[config.mk]
export PLATFORM = sky130hd
export DESIGN_NAME = process_interval_timer_bank_unit_flat
export DESIGN_NICKNAME = d
export VERILOG_FILES = /design/src/hdl/pitb_pkg.sv /design/src/hdl/pitb_req_if.sv /design/src/hdl/pitb_rsp_if.sv /design/src/hdl/pitb_ctrl.sv /design/src/hdl/pitb_datapath.sv /design/src/hdl/process_interval_timer_bank_unit.sv /design/src/flat_wrapper.sv
export SDC_FILE = /design/constraint.sdc
export NUM_CORES = 2
export LEC_CHECK = 0
export ABC_AREA = 1
export BUFFER_PORTS_ARGS = -buffer_cell sky130_fd_sc_hd__clkbuf_2
export CAP_MARGIN = 20
export CORE_ASPECT_RATIO = 0.75
export CORE_MARGIN = 1.5
export CORE_UTILIZATION = 35
export DETAILED_ROUTE_END_ITERATION = 6
export SLEW_MARGIN = 40
export SYNTH_ARGS = -nofsm -noshare
export SYNTH_HDL_FRONTEND = slang
export SYNTH_SLANG_ARGS = --single-unit
[constraint.sdc]
create_clock -name clock -period 6.9 [get_ports clock]
set_input_delay 1.38 -clock clock [delete_from_list [all_inputs] [get_ports clock]]
set_output_delay 1.38 -clock clock [all_outputs]
set_load 0.02 [all_outputs]
[src/hdl/pitb_pkg.sv]
`timescale 1ns / 1ps
// -----------------------------------------------------------------------------
// pitb_pkg
// Shared types and codes of the process interval timer bank.
// -----------------------------------------------------------------------------
package pitb_pkg;

   localparam int MASK_W = 16;

   typedef enum logic [1:0] {
      CMD_REAL_TICK = 2'd0,
      CMD_PROC_TICK = 2'd1,
      CMD_SET       = 2'd2,
      CMD_GET       = 2'd3
   } cmd_type;

   localparam logic [1:0] KIND_REAL    = 2'd0;
   localparam logic [1:0] KIND_VIRTUAL = 2'd1;
   localparam logic [1:0] KIND_PROF    = 2'd2;
   localparam logic [1:0] KIND_UNUSED  = 2'd3;

   localparam logic RES_EXPIRY = 1'b0;
   localparam logic RES_REPLY  = 1'b1;

   localparam logic STAT_OK      = 1'b0;
   localparam logic STAT_NO_PROC = 1'b1;

   typedef enum logic [2:0] {
      ST_CLEAR,
      ST_IDLE,
      ST_PICK,
      ST_EVAL,
      ST_FINAL
   } state_type;

   typedef struct packed {
      logic result_kind;
      logic [3:0] signal_process;
      logic [1:0] expired_timer;
      logic status;
      logic [31:0] old_counter;
      logic [31:0] old_interval;
      logic last;
   } result_type;

   // controller to datapath
   typedef struct packed {
      logic clear_step;
      logic open;
      logic issue_read;
      logic eval;
      logic advance;
      logic flush;
   } ctl_cmd_type;

   // datapath to controller
   typedef struct packed {
      logic clear_last;
      logic req_valid;
      logic step_valid;
      logic step_last;
      logic eval_stall;
      logic flush_done;
   } dp_stat_type;

endpackage

[src/hdl/pitb_req_if.sv]
`timescale 1ns / 1ps
// -----------------------------------------------------------------------------
// pitb_req_if
// Request channel: command beat into the timer bank.
// -----------------------------------------------------------------------------
interface pitb_req_if;
   logic valid;
   logic ready;
   logic [1:0] command;
   logic [3:0] process_index;
   logic [1:0] timer_kind;
   logic in_kernel;
   logic [31:0] new_counter;
   logic [31:0] new_interval;

   modport source (
      output valid, command, process_index, timer_kind, in_kernel, new_counter,
             new_interval,
      input  ready
   );
   modport sink (
      input  valid, command, process_index, timer_kind, in_kernel, new_counter,
             new_interval,
      output ready
   );
endinterface

[src/hdl/pitb_rsp_if.sv]
`timescale 1ns / 1ps
// -----------------------------------------------------------------------------
// pitb_rsp_if
// Response channel: expiry and reply beats out of the timer bank.
// -----------------------------------------------------------------------------
interface pitb_rsp_if;
   logic valid;
   logic ready;
   logic result_kind;
   logic [3:0] signal_process;
   logic [1:0] expired_timer;
   logic status;
   logic [31:0] old_counter;
   logic [31:0] old_interval;
   logic last;

   modport source (
      output valid, result_kind, signal_process, expired_timer, status,
             old_counter, old_interval, last,
      input  ready
   );
   modport sink (
      input  valid, result_kind, signal_process, expired_timer, status,
             old_counter, old_interval, last,
      output ready
   );
endinterface

[src/hdl/pitb_ctrl.sv]
`timescale 1ns / 1ps
// -----------------------------------------------------------------------------
// pitb_ctrl
// Sequencer of the timer bank: clearing pass, step walk, final flush.
// -----------------------------------------------------------------------------
module pitb_ctrl (
   input  logic                  clock,
   input  logic                  reset,
   input  pitb_pkg::dp_stat_type stat,
   output pitb_pkg::ctl_cmd_type cmd
);

   pitb_pkg::state_type state_ff, state_in;

   always_comb begin
      state_in = state_ff;
      case (state_ff)
         pitb_pkg::ST_CLEAR: begin
            if (stat.clear_last) state_in = pitb_pkg::ST_IDLE;
         end
         pitb_pkg::ST_IDLE: begin
            if (stat.req_valid) state_in = pitb_pkg::ST_PICK;
         end
         pitb_pkg::ST_PICK: begin
            if (stat.step_valid) state_in = pitb_pkg::ST_EVAL;
            else if (stat.step_last) state_in = pitb_pkg::ST_FINAL;
         end
         pitb_pkg::ST_EVAL: begin
            if (!stat.eval_stall) begin
               state_in = stat.step_last ? pitb_pkg::ST_FINAL : pitb_pkg::ST_PICK;
            end
         end
         pitb_pkg::ST_FINAL: begin
            if (stat.flush_done) state_in = pitb_pkg::ST_IDLE;
         end
         default: state_in = pitb_pkg::ST_IDLE;
      endcase
   end

   always_comb begin
      cmd = '0;
      case (state_ff)
         pitb_pkg::ST_CLEAR: cmd.clear_step = 1'b1;
         pitb_pkg::ST_IDLE:  cmd.open = 1'b1;
         pitb_pkg::ST_PICK: begin
            cmd.issue_read = stat.step_valid;
            cmd.advance    = !stat.step_valid && !stat.step_last;
         end
         pitb_pkg::ST_EVAL: begin
            cmd.eval    = 1'b1;
            cmd.advance = !stat.eval_stall && !stat.step_last;
         end
         pitb_pkg::ST_FINAL: cmd.flush = 1'b1;
         default: cmd = '0;
      endcase
   end

   always_ff @(posedge clock) begin
      if (reset) state_ff <= pitb_pkg::ST_CLEAR;
      else state_ff <= state_in;
   end

endmodule

[src/hdl/pitb_datapath.sv]
`timescale 1ns / 1ps
// -----------------------------------------------------------------------------
// pitb_datapath
// Timer store, step cursor, decrement and reload, pending and output beats.
// -----------------------------------------------------------------------------
module pitb_datapath #(
   parameter int NUM_PROCESSES = 16,
   parameter int COUNTER_WIDTH = 32
) (
   input  logic                        clock,
   input  logic                        reset,
   input  logic                        csr_write_enable,
   input  logic [pitb_pkg::MASK_W-1:0] csr_write_data,
   input  pitb_pkg::ctl_cmd_type       cmd,
   output pitb_pkg::dp_stat_type       stat,
   pitb_req_if.sink                    req_chan,
   pitb_rsp_if.source                  rsp_chan
);

   localparam int CW    = COUNTER_WIDTH;
   localparam int DEPTH = 3 * NUM_PROCESSES;
   localparam int AW    = $clog2(DEPTH);
   localparam int AXW   = (AW > 6) ? AW : 6;
   localparam int WALK_N = (NUM_PROCESSES < 16) ? NUM_PROCESSES : 16;
   localparam logic [3:0] WALK_LAST = 4'(WALK_N - 1);

   logic [2*CW-1:0] mem [DEPTH];
   logic [2*CW-1:0] rd_data_ff;

   logic [pitb_pkg::MASK_W-1:0] mask_ff, mask_in;
   logic [AW-1:0] clr_ff, clr_in;
   pitb_pkg::cmd_type cmd_ff, cmd_in;
   logic [3:0] slot_ff, slot_in;
   logic [1:0] kind_ff, kind_in;
   logic kern_ff, kern_in;
   logic [31:0] nc_ff, nc_in, ni_ff, ni_in;
   pitb_pkg::result_type pend_ff, pend_in, out_ff, out_in;
   logic pend_valid_ff, pend_valid_in, out_valid_ff, out_valid_in;

   logic accept, live, access, is_reply, produce, fire, out_free, load_out;
   logic step_valid, step_last;
   logic [AXW-1:0] addr_x;
   logic [AW-1:0] addr, wr_addr;
   logic wr_en;
   logic [2*CW-1:0] wr_data;
   logic [CW-1:0] rd_cnt, rd_int, cnt_next;
   logic expire;
   pitb_pkg::result_type new_res;

   assign accept = req_chan.valid && cmd.open;
   assign req_chan.ready = cmd.open;

   assign live   = (int'(slot_ff) < NUM_PROCESSES) && mask_ff[slot_ff];
   assign access = live && (kind_ff != pitb_pkg::KIND_UNUSED);
   assign is_reply = (cmd_ff == pitb_pkg::CMD_SET) || (cmd_ff == pitb_pkg::CMD_GET);

   assign addr_x = AXW'(slot_ff) * AXW'(3) + AXW'(kind_ff);
   assign addr   = addr_x[AW-1:0];

   assign rd_cnt = rd_data_ff[CW-1:0];
   assign rd_int = rd_data_ff[2*CW-1:CW];
   assign expire = (rd_cnt == CW'(1));
   assign cnt_next = expire ? rd_int : ((rd_cnt == '0) ? rd_cnt : rd_cnt - CW'(1));

   assign out_free = !out_valid_ff || rsp_chan.ready;
   assign produce  = is_reply || expire;
   assign stat.eval_stall = produce && pend_valid_ff && !out_free;
   assign fire = cmd.eval && !stat.eval_stall;

   always_comb begin
      case (cmd_ff)
         pitb_pkg::CMD_REAL_TICK: begin
            step_valid = live;
            step_last  = (slot_ff == WALK_LAST);
         end
         pitb_pkg::CMD_PROC_TICK: begin
            step_valid = live && ((kind_ff == pitb_pkg::KIND_PROF) || !kern_ff);
            step_last  = (kind_ff == pitb_pkg::KIND_PROF);
         end
         default: begin
            step_valid = 1'b1;
            step_last  = 1'b1;
         end
      endcase
   end

   assign stat.step_valid = step_valid;
   assign stat.step_last  = step_last;
   assign stat.clear_last = (clr_ff == AW'(DEPTH - 1));
   assign stat.req_valid  = req_chan.valid;
   assign stat.flush_done = !pend_valid_ff || out_free;

   // result built from the current step
   always_comb begin
      new_res = '0;
      new_res.signal_process = slot_ff;
      if (is_reply) begin
         new_res.result_kind = pitb_pkg::RES_REPLY;
         new_res.status      = live ? pitb_pkg::STAT_OK : pitb_pkg::STAT_NO_PROC;
         if (access) begin
            new_res.old_counter  = 32'(rd_cnt);
            new_res.old_interval = 32'(rd_int);
         end
      end else begin
         new_res.result_kind   = pitb_pkg::RES_EXPIRY;
         new_res.expired_timer = kind_ff;
         new_res.status        = pitb_pkg::STAT_OK;
      end
   end

   // store write: clearing pass, reload/decrement, or set
   always_comb begin
      wr_en   = 1'b0;
      wr_addr = addr;
      wr_data = {rd_int, cnt_next};
      if (cmd.clear_step) begin
         wr_en   = 1'b1;
         wr_addr = clr_ff;
         wr_data = '0;
      end else if (fire) begin
         if (is_reply) begin
            wr_en   = (cmd_ff == pitb_pkg::CMD_SET) && access;
            wr_data = {CW'(ni_ff), CW'(nc_ff)};
         end else begin
            wr_en = (rd_cnt != '0);
         end
      end
   end

   always_ff @(posedge clock) begin
      if (wr_en) mem[wr_addr] <= wr_data;
      if (cmd.issue_read) rd_data_ff <= mem[addr];
   end

   always_comb begin
      mask_in = csr_write_enable ? csr_write_data : mask_ff;
      clr_in  = cmd.clear_step ? clr_ff + AW'(1) : clr_ff;

      cmd_in  = cmd_ff;
      slot_in = slot_ff;
      kind_in = kind_ff;
      kern_in = kern_ff;
      nc_in   = nc_ff;
      ni_in   = ni_ff;
      if (accept) begin
         cmd_in  = pitb_pkg::cmd_type'(req_chan.command);
         kern_in = req_chan.in_kernel;
         nc_in   = req_chan.new_counter;
         ni_in   = req_chan.new_interval;
         case (pitb_pkg::cmd_type'(req_chan.command))
            pitb_pkg::CMD_REAL_TICK: begin
               slot_in = '0;
               kind_in = pitb_pkg::KIND_REAL;
            end
            pitb_pkg::CMD_PROC_TICK: begin
               slot_in = req_chan.process_index;
               kind_in = pitb_pkg::KIND_VIRTUAL;
            end
            default: begin
               slot_in = req_chan.process_index;
               kind_in = req_chan.timer_kind;
            end
         endcase
      end else if (cmd.advance) begin
         // walk slots on a real tick, timers within the slot otherwise
         if (cmd_ff == pitb_pkg::CMD_REAL_TICK) slot_in = slot_ff + 4'd1;
         else kind_in = kind_ff + 2'd1;
      end
   end

   // pending beat is held back until it is known whether it is the last one
   always_comb begin
      pend_in       = pend_ff;
      pend_valid_in = pend_valid_ff;
      out_in        = out_ff;
      load_out      = 1'b0;
      if (fire && produce) begin
         pend_in       = new_res;
         pend_valid_in = 1'b1;
         if (pend_valid_ff) begin
            load_out = 1'b1;
            out_in   = pend_ff;
            out_in.last = 1'b0;
         end
      end else if (cmd.flush && pend_valid_ff && out_free) begin
         pend_valid_in = 1'b0;
         load_out      = 1'b1;
         out_in        = pend_ff;
         out_in.last   = 1'b1;
      end
      out_valid_in = load_out || (out_valid_ff && !rsp_chan.ready);
   end

   always_ff @(posedge clock) begin
      if (reset) begin
         mask_ff       <= '0;
         clr_ff        <= '0;
         pend_valid_ff <= 1'b0;
         out_valid_ff  <= 1'b0;
      end else begin
         mask_ff       <= mask_in;
         clr_ff        <= clr_in;
         pend_valid_ff <= pend_valid_in;
         out_valid_ff  <= out_valid_in;
      end
   end

   always_ff @(posedge clock) begin
      cmd_ff  <= cmd_in;
      slot_ff <= slot_in;
      kind_ff <= kind_in;
      kern_ff <= kern_in;
      nc_ff   <= nc_in;
      ni_ff   <= ni_in;
      pend_ff <= pend_in;
      out_ff  <= out_in;
   end

   assign rsp_chan.valid          = out_valid_ff;
   assign rsp_chan.result_kind    = out_ff.result_kind;
   assign rsp_chan.signal_process = out_ff.signal_process;
   assign rsp_chan.expired_timer  = out_ff.expired_timer;
   assign rsp_chan.status         = out_ff.status;
   assign rsp_chan.old_counter    = out_ff.old_counter;
   assign rsp_chan.old_interval   = out_ff.old_interval;
   assign rsp_chan.last           = out_ff.last;

endmodule

[src/hdl/process_interval_timer_bank_unit.sv]
`timescale 1ns / 1ps
// -----------------------------------------------------------------------------
// process_interval_timer_bank_unit
// Three countdown timers (real, virtual, profiling) per process slot.
// -----------------------------------------------------------------------------
// Commands arrive as beats on req_chan (valid/ready); expiries and replies
// leave as beats on rsp_chan, the final beat of each command marked by last.
// csr_write_enable/csr_write_data load the live-slot mask; write it only
// while the bank is idle.
// One command is in flight at a time. A set or get reads the store, builds
// its reply beat in the pending register and then flushes it to the output
// register. A real tick walks the slots, skipping an inactive slot and, for a
// live one, reading the store, then decrementing and writing back; a final
// flush closes the walk. Each result is held one step in a pending register
// so that the last flag can be set, then moved to the output register; the
// next command is accepted while the final beat still waits.
// After reset a clearing pass writes zero to all 3*NUM_PROCESSES store
// entries, one a cycle, before the first command is taken. A stalled
// receiver holds the output beat; the walk stalls when a further result is
// ready while the pending register is full and the output beat is not yet taken.
// -----------------------------------------------------------------------------
module process_interval_timer_bank_unit #(
   parameter int NUM_PROCESSES = 16,
   parameter int COUNTER_WIDTH = 32
) (
   input  logic                        clock,
   input  logic                        reset,
   input  logic                        csr_write_enable,
   input  logic [pitb_pkg::MASK_W-1:0] csr_write_data,
   pitb_req_if.sink                    req_chan,
   pitb_rsp_if.source                  rsp_chan
);

   pitb_pkg::ctl_cmd_type ctl_cmd;
   pitb_pkg::dp_stat_type dp_stat;

   pitb_ctrl u_ctrl (
      .clock (clock),
      .reset (reset),
      .stat  (dp_stat),
      .cmd   (ctl_cmd)
   );

   pitb_datapath #(
      .NUM_PROCESSES (NUM_PROCESSES),
      .COUNTER_WIDTH (COUNTER_WIDTH)
   ) u_datapath (
      .clock            (clock),
      .reset            (reset),
      .csr_write_enable (csr_write_enable),
      .csr_write_data   (csr_write_data),
      .cmd              (ctl_cmd),
      .stat             (dp_stat),
      .req_chan         (req_chan),
      .rsp_chan         (rsp_chan)
   );

endmodule
[src/flat_wrapper.sv]
// flat-port wrapper written by rule: the top's interface ports become plain ports
module process_interval_timer_bank_unit_flat 
#(
   parameter int NUM_PROCESSES = 16,
   parameter int COUNTER_WIDTH = 32
)
  (clock, reset, csr_write_enable, csr_write_data, req_chan_valid, req_chan_command, req_chan_process_index, req_chan_timer_kind, req_chan_in_kernel, req_chan_new_counter, req_chan_new_interval, req_chan_ready, rsp_chan_valid, rsp_chan_result_kind, rsp_chan_signal_process, rsp_chan_expired_timer, rsp_chan_status, rsp_chan_old_counter, rsp_chan_old_interval, rsp_chan_last, rsp_chan_ready);
  pitb_req_if req_chan_i ();
  pitb_rsp_if rsp_chan_i ();
  input  logic clock;
  input  logic reset;
  input  logic csr_write_enable;
  input  logic [pitb_pkg::MASK_W-1:0] csr_write_data;
  input wire logic [$bits(req_chan_i.valid)-1:0] req_chan_valid;
  input wire logic [$bits(req_chan_i.command)-1:0] req_chan_command;
  input wire logic [$bits(req_chan_i.process_index)-1:0] req_chan_process_index;
  input wire logic [$bits(req_chan_i.timer_kind)-1:0] req_chan_timer_kind;
  input wire logic [$bits(req_chan_i.in_kernel)-1:0] req_chan_in_kernel;
  input wire logic [$bits(req_chan_i.new_counter)-1:0] req_chan_new_counter;
  input wire logic [$bits(req_chan_i.new_interval)-1:0] req_chan_new_interval;
  output wire logic [$bits(req_chan_i.ready)-1:0] req_chan_ready;
  output wire logic [$bits(rsp_chan_i.valid)-1:0] rsp_chan_valid;
  output wire logic [$bits(rsp_chan_i.result_kind)-1:0] rsp_chan_result_kind;
  output wire logic [$bits(rsp_chan_i.signal_process)-1:0] rsp_chan_signal_process;
  output wire logic [$bits(rsp_chan_i.expired_timer)-1:0] rsp_chan_expired_timer;
  output wire logic [$bits(rsp_chan_i.status)-1:0] rsp_chan_status;
  output wire logic [$bits(rsp_chan_i.old_counter)-1:0] rsp_chan_old_counter;
  output wire logic [$bits(rsp_chan_i.old_interval)-1:0] rsp_chan_old_interval;
  output wire logic [$bits(rsp_chan_i.last)-1:0] rsp_chan_last;
  input wire logic [$bits(rsp_chan_i.ready)-1:0] rsp_chan_ready;
  assign req_chan_i.valid = req_chan_valid;
  assign req_chan_i.command = req_chan_command;
  assign req_chan_i.process_index = req_chan_process_index;
  assign req_chan_i.timer_kind = req_chan_timer_kind;
  assign req_chan_i.in_kernel = req_chan_in_kernel;
  assign req_chan_i.new_counter = req_chan_new_counter;
  assign req_chan_i.new_interval = req_chan_new_interval;
  assign req_chan_ready = req_chan_i.ready;
  assign rsp_chan_valid = rsp_chan_i.valid;
  assign rsp_chan_result_kind = rsp_chan_i.result_kind;
  assign rsp_chan_signal_process = rsp_chan_i.signal_process;
  assign rsp_chan_expired_timer = rsp_chan_i.expired_timer;
  assign rsp_chan_status = rsp_chan_i.status;
  assign rsp_chan_old_counter = rsp_chan_i.old_counter;
  assign rsp_chan_old_interval = rsp_chan_i.old_interval;
  assign rsp_chan_last = rsp_chan_i.last;
  assign rsp_chan_i.ready = rsp_chan_ready;
  process_interval_timer_bank_unit #(.NUM_PROCESSES(NUM_PROCESSES), .COUNTER_WIDTH(COUNTER_WIDTH)) u_core (.clock(clock), .reset(reset), .csr_write_enable(csr_write_enable), .csr_write_data(csr_write_data), .req_chan(req_chan_i), .rsp_chan(rsp_chan_i));
endmodule
==> results.sh <==
export IMPL_run_status="complete, but fails checks"
export IMPL_violations="design-rule violations"
export IMPL_cts_buffers_inserted=322
export IMPL_synth_seq_area_share_pct=76.1
export IMPL_power_frac_clock_pct=43.8
export IMPL_synth_compound_area_share_pct=11.8
export IMPL_postCtsSetupRepairBufs=0
export IMPL_detailed_place_hpwl_um=238000
export IMPL_htree_num_levels=5
export IMPL_synth_adder_area_share_pct=0.162
export IMPL_power_density_nw_per_um2=266
export IMPL_cts_num_sinks=3381
export IMPL_timing_hold_worst_path_depth=0
export IMPL_grt_first_pass_wirelength_um=614000
export IMPL_holdBufCountCts=0
export IMPL_synthDistinctLibCells=44
export IMPL_place_congestion=0.885
export IMPL_postSynthRegisterBits=3381
export IMPL_syn_area_um2=133000
export IMPL_layout_core_utilization_pct=40.3
export IMPL_placement_cell_area_um2=141000
export IMPL_setup_viol_count_final=0
export IMPL_cp_max_fo=23
export IMPL_drcViolationCount=3
export IMPL_critical_path_class="reg -> reg"
export IMPL_critical_path_buf_inv_count=6
export IMPL_hold_path_class="reg -> reg"
export IMPL_fin_setup_tns_ns=0
export IMPL_critical_path_top_delay_family="buffers and inverters"
export IMPL_max_vdd_ir_drop_mv=0.203
export IMPL_vias_per_inst=5.79
export IMPL_design_power_total_mw=40.5
export IMPL_number_of_rows_created_at_floorplan=195
export IMPL_clk_pin_slew_worst_paths_ns=0.06
export IMPL_chipWidth_um=715
export IMPL_power_switching_share_pct=19.7
export IMPL_cts_root_buf="sky130_fd_sc_hd__clkbuf_16"
export IMPL_num_ports=169
export IMPL_mux_contribution_to_synthesized_area_pct=0
export IMPL_synth_area_leaders="sky130_fd_sc_hd__edfxtp_1, sky130_fd_sc_hd__o21ai_0, sky130_fd_sc_hd__nor2_1"
export IMPL_timing_critical_path_slowest_stage_cell="sky130_fd_sc_hd__nor2_4"
export IMPL_drtIter0Drc=13877
export IMPL_finalNetCount=10219
export IMPL_die_h_um=537
export IMPL_synth_top_family_by_area="compound AO/OA/AOI/OAI gates"
export IMPL_yosys_warnings=0
export IMPL_async_reset_ff_share_pct=0
export IMPL_synthXorXnorAreaFrac_pct=0.204
export IMPL_netlist_top_cell_by_area="sky130_fd_sc_hd__edfxtp_1"
export IMPL_internal_pwr_total_mw=32.5
export IMPL_post_route_period_util_pct=77.2
export IMPL_worstSetupEndpointType="flip-flop"
export IMPL_max_clock_freq_mhz=188
export IMPL_cp_common_cell="sky130_fd_sc_hd__inv_1"
export IMPL_clock_tree_from_tritoncts="built"
export IMPL_worst_setup_sp_type="flip-flop"
export IMPL_area_occupied_by_multi_input_gates_um2=28900
export IMPL_timing_clock_skew_ns=0.0555
export IMPL_synth_fp_nets=10140
export IMPL_post_cts_resized=0
export IMPL_path_depth=15
export IMPL_maxCapViolCount=0
export IMPL_power_share_combinational_pct=0.8
export IMPL_yosys_most_used_dff="sky130_fd_sc_hd__edfxtp_1"
export IMPL_numPortBuffers=168
export IMPL_period_minus_slack_ns=5.33
export IMPL_yosys_top_cells_count="sky130_fd_sc_hd__edfxtp_1, sky130_fd_sc_hd__nor2_1, sky130_fd_sc_hd__o21ai_0"
export IMPL_number_of_global_route_vias_before_repair=82473
export IMPL_hold_viol_final=0
export IMPL_layout_area_seq_um2=101000
export IMPL_core_area_um2=377000
export IMPL_report_final_slew_viol_count=0
export IMPL_dr_total_vias=89105
export IMPL_initial_antenna_violation_count=15
export IMPL_ant_nets=0
export IMPL_final_design_instance_area_without_fill_um2=152000
export IMPL_syn_instance_count=10030
export IMPL_worst_skew_pair_late_latency_ns=0.91
export IMPL_power_share_sequential_pct=55.4
export IMPL_wl_um=435000
export IMPL_worst_slew_margin_rel_pct=34.3
export IMPL_syn_avg_cell_area_um2=13.3
export IMPL_post_route_cells_drive_above_1_share_pct=10.4
export IMPL_num_fill_cells=34556
export IMPL_wl_per_cell_um=28.3
export IMPL_yosys_cell_count_top_type="sky130_fd_sc_hd__edfxtp_1"
export IMPL_max_clock_path_buffers=4
export IMPL_syn_to_final_growth_pct=14.2
export IMPL_design_die_area_um2=384000
export IMPL_synth_simple_area_share_pct=8.80
export IMPL_cp_slowest_stage_delay_ns=0.80
export IMPL_leakagePower_nw=48.8
export IMPL_worstRegToRegCells=15
export IMPL_initial_utilization_pct=35.3
export IMPL_path_cells="inv_1 > ha_1 > inv_1 > ha_1 > a21oi_1 > nand2_1 > xor2_4 > buf_4 > inv_4 > nand2_1 > o21a_1 > inv_1 > nand3_2 > nor2_4 > buf_4"
export IMPL_unrepaired_setup_endpoints_after_global_routing="false"
export IMPL_detail_route_first_pass_iterations=7
export IMPL_track_usage_pct=21.8
export IMPL_grt_max_degree=197
export IMPL_synth_top_cell_area_share_pct=75.7
export IMPL_grt_overflow_total=0
export IMPL_number_of_enable_flip_flop_cells_after_synthesis=3354
export IMPL_cp_required_ns=7.44
export IMPL_worst_slew_pin_slew_ns=0.985
export IMPL_net_switching_power_mw=7.97
export IMPL_cp_data_arrival_time_ns=5.86
[layout by cell type, fill, tap and decap left out, types with 10 or more instances in the layout]
cell,synthesis,final
sky130_fd_sc_hd__nand3_1,384,380
sky130_fd_sc_hd__a21oi_1,146,87
sky130_fd_sc_hd__clkinvlp_4,0,10
sky130_fd_sc_hd__xor2_1,29,27
sky130_fd_sc_hd__or2_1,37,37
sky130_fd_sc_hd__clkinv_1,0,69
sky130_fd_sc_hd__o22ai_1,640,640
sky130_fd_sc_hd__o21ai_0,1649,1648
sky130_fd_sc_hd__nor2_1,1775,1722
sky130_fd_sc_hd__a21oi_4,0,27
sky130_fd_sc_hd__clkbuf_16,0,333
sky130_fd_sc_hd__clkbuf_2,3,168
sky130_fd_sc_hd__clkbuf_1,428,53
sky130_fd_sc_hd__buf_8,1,45
sky130_fd_sc_hd__nor2_4,2,51
sky130_fd_sc_hd__edfxtp_1,3354,3354
sky130_fd_sc_hd__o21ai_1,122,123
sky130_fd_sc_hd__dfxtp_1,27,27
sky130_fd_sc_hd__clkinv_2,0,64
sky130_fd_sc_hd__buf_12,0,67
sky130_fd_sc_hd__o221ai_1,128,128
sky130_fd_sc_hd__buf_4,62,158
sky130_fd_sc_hd__inv_1,138,131
sky130_fd_sc_hd__ha_1,14,12
sky130_fd_sc_hd__nand4_1,10,10
sky130_fd_sc_hd__a21oi_2,0,32
sky130_fd_sc_hd__o211ai_1,121,121
sky130_fd_sc_hd__buf_16,0,13
sky130_fd_sc_hd__nand2_1,692,690
sky130_fd_sc_hd__buf_6,21,13
sky130_fd_sc_hd__bufinv_16,0,32
[metal layers]
metal | vias up | wire length, um | GRT usage [%]
met1 | 44869 | 178000 | 31.9
met3 | 731 | 57500 | 5.52
met5 | - | 218 | 0
met4 | 16 | 14500 | 6.91
li1 | 37516 | - | -
met2 | 5973 | 185000 | 31.7
[stage by stage]
step | hold slack (ns) | worst slack [ns] | cells
final | 0.415 | 1.57 | 15387
after CTS | 0.419 | 1.59 | 15375
after floorplan | 0.400 | 1.02 | 10030
after global placement | 0.403 | 1.34 | 14749
after detailed placement | 0.405 | 1.61 | 14801
after global routing | 0.414 | 1.50 | 15383
[logic make-up (layout without fill, tap and decap cells)]
logic type	after synthesis	in the layout
AOI/OAI and AO/OA	2819	2819
DFF	3381	3381
other	0	5
xor gates and xnor gates	31	31
adders and majority gates	16	16
buffers and inverters	851	1180
and+or+nand+nor	2932	2932
[power by group through the flow]
stage,sequential (mW),combinational (mW),clock [mW]
floorplan,22.9,0.113,0
global placement,22.9,0.296,0
detailed placement,22.9,0.300,0
CTS,22.4,0.302,17.9
global route,22.4,0.317,18.6
finish,22.4,0.308,17.7
[path summary, 6_finish.rpt]
| kind | to | slack, ns | from |
|---|---|---|---|
| max | u_core.u_datapath.mem[38][38]$_DFFE_PP_ | 1.57 | u_core.u_datapath.slot_ff[2]$_DFFE_PP_ |
| min | u_core.u_datapath.rsp_chan.old_interval[24]$_DFFE_PP_ | 0.41 | u_core.u_datapath.pend_ff[25]$_SDFFCE_PN0P_ |
| max reg2reg | u_core.u_datapath.mem[38][38]$_DFFE_PP_ | 1.57 | u_core.u_datapath.slot_ff[2]$_DFFE_PP_ |
| min reg2reg | u_core.u_datapath.rsp_chan.old_interval[24]$_DFFE_PP_ | 0.41 | u_core.u_datapath.pend_ff[25]$_SDFFCE_PN0P_ |
[state kept, by name, indices dropped and copies added, names as in the netlist, 3 cells and up]
signal and cells:
u_core.u_datapath.mask_ff 16, u_core.u_datapath.pend_ff 72, u_core.u_datapath.rsp_chan.old_counter 32, u_core.u_datapath.rd_data_ff 64, u_core.u_datapath.ni_ff 32, u_core.u_datapath.nc_ff 32
u_core.u_datapath.rsp_chan.old_interval 32, u_core.u_datapath.rsp_chan.signal_process 4, u_core.u_datapath.clr_ff 6, u_core.u_datapath.slot_ff 4, u_core.u_ctrl.state_ff 3, u_core.u_datapath.mem 3072
[final cells by class]
| type | count | share of cell area, % |
|---|---|---|
| Sequential cell | 3381 | 66.7 |
| Multi-Input combinational cell | 5798 | 19.0 |
| Clock buffer | 387 | 5.63 |
| Tap cell | 5023 | 4.14 |
| Timing Repair Buffer | 464 | 2.99 |
| Clock inverter | 187 | 1.17 |
| Inverter | 142 | 0.401 |
| Antenna cell | 5 | 0.00824 |
No activity file was read; power rests on OpenSTA's default activity.
